[config.mk]
export PLATFORM = sky130hd
export DESIGN_NAME = frame_linked_operand_stack
export DESIGN_NICKNAME = d
export VERILOG_FILES = /design/src/rtl/fls_pkg.sv /design/src/rtl/fls_ram.sv /design/src/rtl/frame_linked_operand_stack.sv
export SDC_FILE = /design/constraint.sdc
export NUM_CORES = 2
export LEC_CHECK = 0
export BUFFER_PORTS_ARGS = -buffer_cell sky130_fd_sc_hd__buf_2
export CAP_MARGIN = 5
export CORE_AREA = 2 2 434 867
export DETAILED_ROUTE_END_ITERATION = 8
export DIE_AREA = 0 0 436 869
export SLEW_MARGIN = 20
export SYNTH_ARGS = -nofsm -noshare
export SYNTH_HDL_FRONTEND = slang
export SYNTH_SLANG_ARGS = --single-unit
export TNS_END_PERCENT = 20
[constraint.sdc]
create_clock -name clk -period 6.4 [get_ports clk]
set_input_delay 1.6 -clock clk [delete_from_list [all_inputs] [get_ports clk]]
set_output_delay 1.6 -clock clk [all_outputs]
set_load 0.005 [all_outputs]
[src/rtl/fls_pkg.sv]
// package: constants, types and helpers for the frame-linked operand stack
package fls_pkg;

  localparam int STACK_DEPTH = 128;
  localparam int WORD_BITS   = 32;
  localparam int ADDR_W      = $clog2(STACK_DEPTH);
  localparam int CNT_W       = $clog2(STACK_DEPTH + 1);
  localparam int SUM_W       = ((CNT_W > 8) ? CNT_W : 8) + 1;

  typedef logic [CNT_W-1:0] base_t;

  localparam base_t BASE_NONE = {CNT_W{1'b1}};

  typedef enum logic [2:0] {
    MODE_RESET = 3'd0,
    MODE_PUSH  = 3'd1,
    MODE_POP   = 3'd2,
    MODE_TOP   = 3'd3,
    MODE_OPEN  = 3'd4,
    MODE_READ  = 3'd5,
    MODE_WRITE = 3'd6,
    MODE_CLOSE = 3'd7
  } mode_t;

  typedef enum logic [2:0] {
    ERR_OK    = 3'd0,
    ERR_OVER  = 3'd1,
    ERR_UNDER = 3'd2,
    ERR_LOCAL = 3'd3,
    ERR_FRAME = 3'd4
  } err_t;

  typedef enum logic [3:0] {
    ST_IDLE,
    ST_EXEC,
    ST_FILL,
    ST_WALK,
    ST_WALK_WAIT,
    ST_LOCATE,
    ST_READ_WAIT,
    ST_CLOSE_WAIT
  } state_t;

  function automatic base_t link_to_base(input logic [WORD_BITS-1:0] w);
    base_t b;
    if (w > WORD_BITS'(STACK_DEPTH)) begin
      b = BASE_NONE;
    end else begin
      b = w[CNT_W-1:0];
    end
    return b;
  endfunction

  function automatic logic [WORD_BITS-1:0] base_to_link(input base_t b);
    logic [WORD_BITS-1:0] w;
    if (b == BASE_NONE) begin
      w = {WORD_BITS{1'b1}};
    end else begin
      w = WORD_BITS'(b);
    end
    return w;
  endfunction

endpackage

[src/rtl/fls_ram.sv]
// generic single-port ram with registered read
module fls_ram #(
  parameter int WIDTH = 32,
  parameter int DEPTH = 128
) (
  input  logic                     clk,
  input  logic                     we,
  input  logic [$clog2(DEPTH)-1:0] addr,
  input  logic [WIDTH-1:0]         wdata,
  output logic [WIDTH-1:0]         rdata
);

  logic [WIDTH-1:0] mem [DEPTH];

  always_ff @(posedge clk) begin
    if (we) begin
      mem[addr] <= wdata;
    end
    rdata <= mem[addr];
  end

endmodule

[src/rtl/frame_linked_operand_stack.sv]
// top level: operand stack with linked block frames held in one ram
//
// channel   direction  handshake                 payload
// request   in         start high, busy low      mode value local_count frames_below local_number
// result    out        done high for one cycle   read_value error depth
//
// reset, push, any early error: exec; pop, top: exec, read wait; close: exec, close wait
// open frame: exec writes the link, then fill writes one zeroed local per ram write
// local access: a ram read per link in walk/walk wait, then locate; reads add a read wait
// rst clears the count, the frame base and the control; ram contents are not cleared
// a result is on the ports for one cycle while the next request may already be taken
module frame_linked_operand_stack (
  input  logic                         clk,
  input  logic                         rst,
  input  logic                         start,
  output logic                         busy,
  input  logic [2:0]                   mode,
  input  logic [fls_pkg::WORD_BITS-1:0] value,
  input  logic [7:0]                   local_count,
  input  logic [6:0]                   frames_below,
  input  logic [7:0]                   local_number,
  output logic                         done,
  output logic [fls_pkg::WORD_BITS-1:0] read_value,
  output logic [2:0]                   error,
  output logic [7:0]                   depth
);

  localparam int CNT_W  = fls_pkg::CNT_W;
  localparam int ADDR_W = fls_pkg::ADDR_W;
  localparam int SUM_W  = fls_pkg::SUM_W;
  localparam int WB     = fls_pkg::WORD_BITS;

  fls_pkg::state_t state, state_next;
  fls_pkg::base_t  entry_count, entry_count_next;
  fls_pkg::base_t  frame_base, frame_base_next;
  fls_pkg::base_t  cur, cur_next;
  fls_pkg::mode_t  op_mode;
  logic [WB-1:0]   op_value;
  logic [7:0]      op_count, op_count_next;
  logic [6:0]      op_below, op_below_next;
  logic [7:0]      op_num;

  logic              mem_we;
  logic [ADDR_W-1:0] mem_addr;
  logic [WB-1:0]     mem_wdata;
  logic [WB-1:0]     mem_rdata;

  logic             res_valid;
  fls_pkg::err_t    res_err;
  logic [WB-1:0]    res_data;
  fls_pkg::err_t    err_reg;

  fls_pkg::base_t   ec_dec, fb_dec, cur_dec;
  logic [SUM_W-1:0] open_sum, local_pos;
  logic             full, empty, open_over, close_bad, walk_bad, num_bad, pos_bad;
  logic             accept;

  fls_ram #(.WIDTH(WB), .DEPTH(fls_pkg::STACK_DEPTH)) u_ram (
    .clk   (clk),
    .we    (mem_we),
    .addr  (mem_addr),
    .wdata (mem_wdata),
    .rdata (mem_rdata)
  );

  assign busy   = (state != fls_pkg::ST_IDLE);
  assign accept = start && !busy;

  assign ec_dec    = entry_count - 1'b1;
  assign fb_dec    = frame_base - 1'b1;
  assign cur_dec   = cur - 1'b1;
  assign open_sum  = SUM_W'(entry_count) + SUM_W'(1) + SUM_W'(op_count);
  assign local_pos = SUM_W'(cur) + SUM_W'(op_num) - SUM_W'(1);

  assign full      = (entry_count >= CNT_W'(fls_pkg::STACK_DEPTH));
  assign empty     = (entry_count == '0);
  assign open_over = (open_sum > SUM_W'(fls_pkg::STACK_DEPTH));
  assign close_bad = (frame_base == fls_pkg::BASE_NONE) || (frame_base == '0) ||
                     (frame_base > entry_count);
  assign walk_bad  = (cur == fls_pkg::BASE_NONE) || (cur == '0) || (cur_dec >= entry_count);
  assign num_bad   = (op_num == '0);
  assign pos_bad   = (cur == fls_pkg::BASE_NONE) || (local_pos >= SUM_W'(entry_count));

  // next state
  always_comb begin
    state_next = state;
    unique case (state)
      fls_pkg::ST_IDLE: begin
        if (accept) state_next = fls_pkg::ST_EXEC;
      end
      fls_pkg::ST_EXEC: begin
        unique case (op_mode)
          fls_pkg::MODE_RESET, fls_pkg::MODE_PUSH: state_next = fls_pkg::ST_IDLE;
          fls_pkg::MODE_POP, fls_pkg::MODE_TOP: begin
            state_next = empty ? fls_pkg::ST_IDLE : fls_pkg::ST_READ_WAIT;
          end
          fls_pkg::MODE_OPEN: begin
            state_next = (open_over || op_count == '0) ? fls_pkg::ST_IDLE : fls_pkg::ST_FILL;
          end
          fls_pkg::MODE_READ, fls_pkg::MODE_WRITE: state_next = fls_pkg::ST_WALK;
          fls_pkg::MODE_CLOSE: begin
            state_next = close_bad ? fls_pkg::ST_IDLE : fls_pkg::ST_CLOSE_WAIT;
          end
          default: state_next = fls_pkg::ST_IDLE;
        endcase
      end
      fls_pkg::ST_FILL: begin
        if (op_count == 8'd1) state_next = fls_pkg::ST_IDLE;
      end
      fls_pkg::ST_WALK: begin
        priority if (op_below == '0) state_next = fls_pkg::ST_LOCATE;
        else if (walk_bad)           state_next = fls_pkg::ST_IDLE;
        else                         state_next = fls_pkg::ST_WALK_WAIT;
      end
      fls_pkg::ST_WALK_WAIT: state_next = fls_pkg::ST_WALK;
      fls_pkg::ST_LOCATE: begin
        priority if (num_bad || pos_bad)          state_next = fls_pkg::ST_IDLE;
        else if (op_mode == fls_pkg::MODE_READ)   state_next = fls_pkg::ST_READ_WAIT;
        else                                      state_next = fls_pkg::ST_IDLE;
      end
      fls_pkg::ST_READ_WAIT, fls_pkg::ST_CLOSE_WAIT: state_next = fls_pkg::ST_IDLE;
      default: state_next = fls_pkg::ST_IDLE;
    endcase
  end

  // datapath, ram access and result
  always_comb begin
    entry_count_next = entry_count;
    frame_base_next  = frame_base;
    cur_next         = cur;
    op_count_next    = op_count;
    op_below_next    = op_below;
    mem_we           = 1'b0;
    mem_addr         = '0;
    mem_wdata        = '0;
    res_valid        = 1'b0;
    res_err          = fls_pkg::ERR_OK;
    res_data         = '0;
    unique case (state)
      fls_pkg::ST_IDLE: begin
        if (accept) begin
          op_count_next = local_count;
          op_below_next = frames_below;
        end
      end
      fls_pkg::ST_EXEC: begin
        unique case (op_mode)
          fls_pkg::MODE_RESET: begin
            entry_count_next = '0;
            res_valid        = 1'b1;
          end
          fls_pkg::MODE_PUSH: begin
            res_valid = 1'b1;
            if (full) begin
              res_err = fls_pkg::ERR_OVER;
            end else begin
              mem_we           = 1'b1;
              mem_addr         = entry_count[ADDR_W-1:0];
              mem_wdata        = op_value;
              entry_count_next = entry_count + 1'b1;
            end
          end
          fls_pkg::MODE_POP, fls_pkg::MODE_TOP: begin
            if (empty) begin
              res_valid = 1'b1;
              res_err   = fls_pkg::ERR_UNDER;
            end else begin
              mem_addr = ec_dec[ADDR_W-1:0];
              if (op_mode == fls_pkg::MODE_POP) entry_count_next = ec_dec;
            end
          end
          fls_pkg::MODE_OPEN: begin
            if (open_over) begin
              res_valid = 1'b1;
              res_err   = fls_pkg::ERR_OVER;
            end else begin
              mem_we           = 1'b1;
              mem_addr         = entry_count[ADDR_W-1:0];
              mem_wdata        = fls_pkg::base_to_link(frame_base);
              entry_count_next = entry_count + 1'b1;
              frame_base_next  = entry_count + 1'b1;
              if (op_count == '0) res_valid = 1'b1;
            end
          end
          fls_pkg::MODE_READ, fls_pkg::MODE_WRITE: begin
            cur_next = frame_base;
          end
          fls_pkg::MODE_CLOSE: begin
            if (close_bad) begin
              res_valid = 1'b1;
              res_err   = fls_pkg::ERR_FRAME;
            end else begin
              mem_addr         = fb_dec[ADDR_W-1:0];
              entry_count_next = fb_dec;
            end
          end
          default: ;
        endcase
      end
      fls_pkg::ST_FILL: begin
        mem_we           = 1'b1;
        mem_addr         = entry_count[ADDR_W-1:0];
        entry_count_next = entry_count + 1'b1;
        op_count_next    = op_count - 1'b1;
        if (op_count == 8'd1) res_valid = 1'b1;
      end
      fls_pkg::ST_WALK: begin
        if (op_below != '0) begin
          if (walk_bad) begin
            res_valid = 1'b1;
            res_err   = fls_pkg::ERR_FRAME;
          end else begin
            mem_addr = cur_dec[ADDR_W-1:0];
          end
        end
      end
      fls_pkg::ST_WALK_WAIT: begin
        cur_next      = fls_pkg::link_to_base(mem_rdata);
        op_below_next = op_below - 1'b1;
      end
      fls_pkg::ST_LOCATE: begin
        priority if (num_bad) begin
          res_valid = 1'b1;
          res_err   = fls_pkg::ERR_LOCAL;
        end else if (pos_bad) begin
          res_valid = 1'b1;
          res_err   = fls_pkg::ERR_FRAME;
        end else begin
          mem_addr = local_pos[ADDR_W-1:0];
          if (op_mode == fls_pkg::MODE_WRITE) begin
            mem_we    = 1'b1;
            mem_wdata = op_value;
            res_valid = 1'b1;
          end
        end
      end
      fls_pkg::ST_READ_WAIT: begin
        res_valid = 1'b1;
        res_data  = mem_rdata;
      end
      fls_pkg::ST_CLOSE_WAIT: begin
        frame_base_next = fls_pkg::link_to_base(mem_rdata);
        res_valid       = 1'b1;
      end
      default: ;
    endcase
  end

  always_ff @(posedge clk) begin
    if (rst) begin
      state       <= fls_pkg::ST_IDLE;
      entry_count <= '0;
      frame_base  <= fls_pkg::BASE_NONE;
      done        <= 1'b0;
    end else begin
      state       <= state_next;
      entry_count <= entry_count_next;
      frame_base  <= frame_base_next;
      done        <= res_valid;
    end
  end

  always_ff @(posedge clk) begin
    cur      <= cur_next;
    op_count <= op_count_next;
    op_below <= op_below_next;
    if (accept) begin
      op_mode  <= fls_pkg::mode_t'(mode);
      op_value <= value;
      op_num   <= local_number;
    end
    if (res_valid) begin
      read_value <= (res_err == fls_pkg::ERR_OK) ? res_data : '0;
      err_reg    <= res_err;
      depth      <= 8'(entry_count_next);
    end
  end

  assign error = err_reg;

  a_done_after_work: assert property (@(posedge clk) disable iff (rst)
    done |-> !$past(state == fls_pkg::ST_IDLE))
    else $error("result without a request in flight");

  a_count_in_range: assert property (@(posedge clk) disable iff (rst)
    entry_count <= CNT_W'(fls_pkg::STACK_DEPTH))
    else $error("entry count beyond stack depth");

  a_busy_after_accept: assert property (@(posedge clk) disable iff (rst)
    accept |=> busy)
    else $error("request accepted but block not busy");

  a_error_clears_data: assert property (@(posedge clk) disable iff (rst)
    (done && error != fls_pkg::ERR_OK) |-> (read_value == '0))
    else $error("read value not zero on error");

  a_one_result: assert property (@(posedge clk) disable iff (rst)
    done |-> !$past(done) || $past(accept))
    else $error("back-to-back results without a new request");

endmodule

==> results.ini <==
[run_status]
result_of_the_run=complete, but fails checks
violations=setup timing

[floorplanning]
die_x_um=436
fp.dieArea_mm2=0.3789
initial_core_util_pct=44.87
ios=106
fp.dieH_um=869
core_area_mm2=0.3720
placement_rows=317

[power_and_ir_drop]
switching_share_pct=23.01
total_power_uw=57460
leakagePower_uw=0.07177
internal_power_uw=44240
p_sw_uw=13220
pwr_density_cell_mw_per_mm2=280.6
power_frac_comb_pct=7.6
vdd.ir_drop.worst_mv=0.2551
seq_power_share_pct=53.7
clock_network_fraction_of_design_power_pct=38.7

[clock_tree]
root_buffer=clkbuf_16
clkTransAtPathRegs_ps=70
cts-htree-levels=5
clock_latency_ps=1000
cts.sinks=4257
tritoncts=done
cts-root-to-sink-buffers=4
cts_hold_repair.buffers=0
numCtsBuffers=361

[detailed_routing]
drc=0
detail_route.wl_per_cell_um=38.17
drt-vias-per-instance=6.406
num_vias=108100
drtAntennaViolNets=0
postRouteWirelength_um=643900
initialDrtViolationCount=13300
drt-pass1-iter-count=8

[layout]
layout.cells.most_common_list=edfxtp_1, buf_4, nand2_1
num-nets-final=11740
share_of_post_route_cells_with_drive_strength_above_1_pct=26.85
final_core_util_pct=55.05
final_common_cell=edfxtp_1
areaGrowthSynthToFinish_pct=22.70
instances_no_fill=16870
final_cell_area_mm2=0.2048

[setup_path]
cp_data_arrival_time_ps=7500
critical_path_required_ps=7270
worstSetupStartpointType=flip-flop
criticalPathCategory=flip-flop to flip-flop
critPathCaptureType=flip-flop
timing.critical_path.mode_cell=buf_4
critical-path-slowest-cell=nand4_1
timing.critical_path.slowest_cell_delay_ps=890
path_max_fanout=7

[timing]
fin_skew_ps=74.36
min_period_ps=6630
slew_violations=0
setup_viol=3
setup_ws_ps=-229.5
timing.final.hold_violations=0
timing.fmax_mhz=150.8
timing.slew.headroom_pct=18.95
fin_hold_ws_ps=667.4
final_min_period_over_clock_period_pct=103.6
unrepaired_setup_endpoints_after_global_routing=true
max_slew.worst_pin.slew_ps=1207

[synthesis]
synthDistinctLibCells=94
synth-seq-cells=4257
synth_sequential_area_ratio_pct=76.27
yosys_most_used_dff=edfxtp_1
post_synth_instance_area_mm2=0.1669
synth_cells=10110
ys.warnings.count=0
synth_edf_count=4205
synthArstFlopShare_pct=0
mappedNetlistNets=10240
synth_area_per_cell_um2=16.51

[global_routing]
initial_antenna_violation_count=71
grt_pass1_wl_um=864300
grt_max_degree=70
grt_pass1_vias=106200
grt_util_all_layers_pct=33.01
globalRoute.totalOverflow=0

[placed_design]
placedInstanceArea_mm2=0.1900
detailed_place_hpwl_um=437100
io_buffers=105
dp.cells=16060
routabilityCongestion=1.054

[min_path]
hold_path.class=flip-flop to flip-flop

[job]
drv_cap=0

-- state kept, by name (all words and copies together) (netlist names) --
register,flops
cur,8
depth,8
done,1
entry_count,8
error,3
frame_base,8
op_below,7
op_count,8
op_mode,3
op_num,8
op_value,32
read_value,32
state,3
u_ram.mem,4096
u_ram.rdata,32
-- power groups by stage --
stage | sequential, µW | clock, µW | combinational [µW]
after floorplan | 31300 | 0 | 1640
after global placement | 31400 | 0 | 3910
after detailed placement | 31400 | 0 | 3940
after CTS | 30800 | 22400 | 4060
after global routing | 30800 | 23300 | 4430
final | 30900 | 22300 | 4350
-- timing repair --
item | in CTS | in global routing
resized for setup | 135 | 224
endpoints found under the setup margin | 1833 | 2713
pin swaps | 47 | 107
buffers inserted | 40 | 85
gates cloned | 5 | 16
-- cell type report --
class,instances,area [µm²]
clock buffers,440,9590
flip-flops and latches,4257,127300
repair buffers,1844,20600
diodes,32,80.08
fillers,29130,167200
inverters,61,234.0
well taps,4944,6186
clock inverters,202,1933
multi-input cells,5090,38870
-- cells by family (layout without fill, tap and decap cells) --
logic type | Yosys count | count (layout) | share of synthesized area (%)
adders and majority gates | 65 | 65 | 0.4962
DFF | 4257 | 4257 | 76.27
buffers and inverters | 767 | 2547 | 2.024
xor gates and xnor gates | 41 | 41 | 0.2151
muxes | 927 | 927 | 6.367
and+or+nand+nor | 1403 | 1405 | 3.689
other | 0 | 32 | 0
AOI/OAI and AO/OA | 2652 | 2652 | 10.94
-- critical path, delay by kind of cell, from the launching register on --
| kind | cells | cell delay [ps] |
|---|---|---|
| and+or+nand+nor | 10 | 2110 |
| adders and majority gates | 4 | 950 |
| xor gates and xnor gates | 1 | 140 |
| DFF | 1 | 430 |
| buffers and inverters | 10 | 1420 |
| AOI/OAI and AO/OA | 6 | 1430 |
-- path summary, 6_finish.rpt --
path	start	endpoint	slack, ps	cells after the start
worst max register to register	op_num[1]	u_ram.rdata[17]	-230	31
worst max-delay path	op_num[1]	u_ram.rdata[17]	-230	31
worst min register to register	op_below[0]	op_below[0]	670	1
worst min-delay path	op_below[0]	op_below[0]	670	1
-- per-stage QoR --
stage | TNS, ps | worst slack, ps
6_report | -347.5 | -229.5
5_1_grt | -1303 | -267.5
4_1_cts | 0 | 3.981
3_5_place_dp | -186770 | -1021
3_3_place_gp | -291100 | -1259
2_1_floorplan | -759980 | -434.3
-- cells in the mapped netlist, types with 39 or more instances --
cell	instances	share of area (%)
a211o_1	90	0.47
a211oi_1	95	0.43
a21oi_1	559	1.7
a221oi_1	467	2.5
a222oi_1	94	0.56
a22oi_1	211	0.95
buf_1	83	0.19
buf_2	288	0.86
clkbuf_1	304	0.68
dfxtp_1	52	0.62
edfxtp_1	4205	76
ha_1	63	0.47
inv_1	60	0.13
mux2_2	381	2.6
mux2i_1	473	2.8
mux4_2	69	0.93
nand2_1	712	1.6
nand3_1	151	0.45
nand4_1	39	0.15
nor2_1	286	0.64
nor3_1	46	0.14
o21ai_0	605	1.8
o22ai_1	63	0.24
o2bb2ai_1	63	0.33
-- layer usage --
layer / vias to the layer above / track usage (%) / share of wire, %
li1: 43910 / - / -
met1: 55540 / 34.41 / 31
met2: 6710 / 55.88 / 49
met3: 1887 / 6.502 / 8.4
met4: 24 / 30.78 / 11
met5: - / 0 / 0.030
No activity file was read; power rests on OpenSTA's default activity.
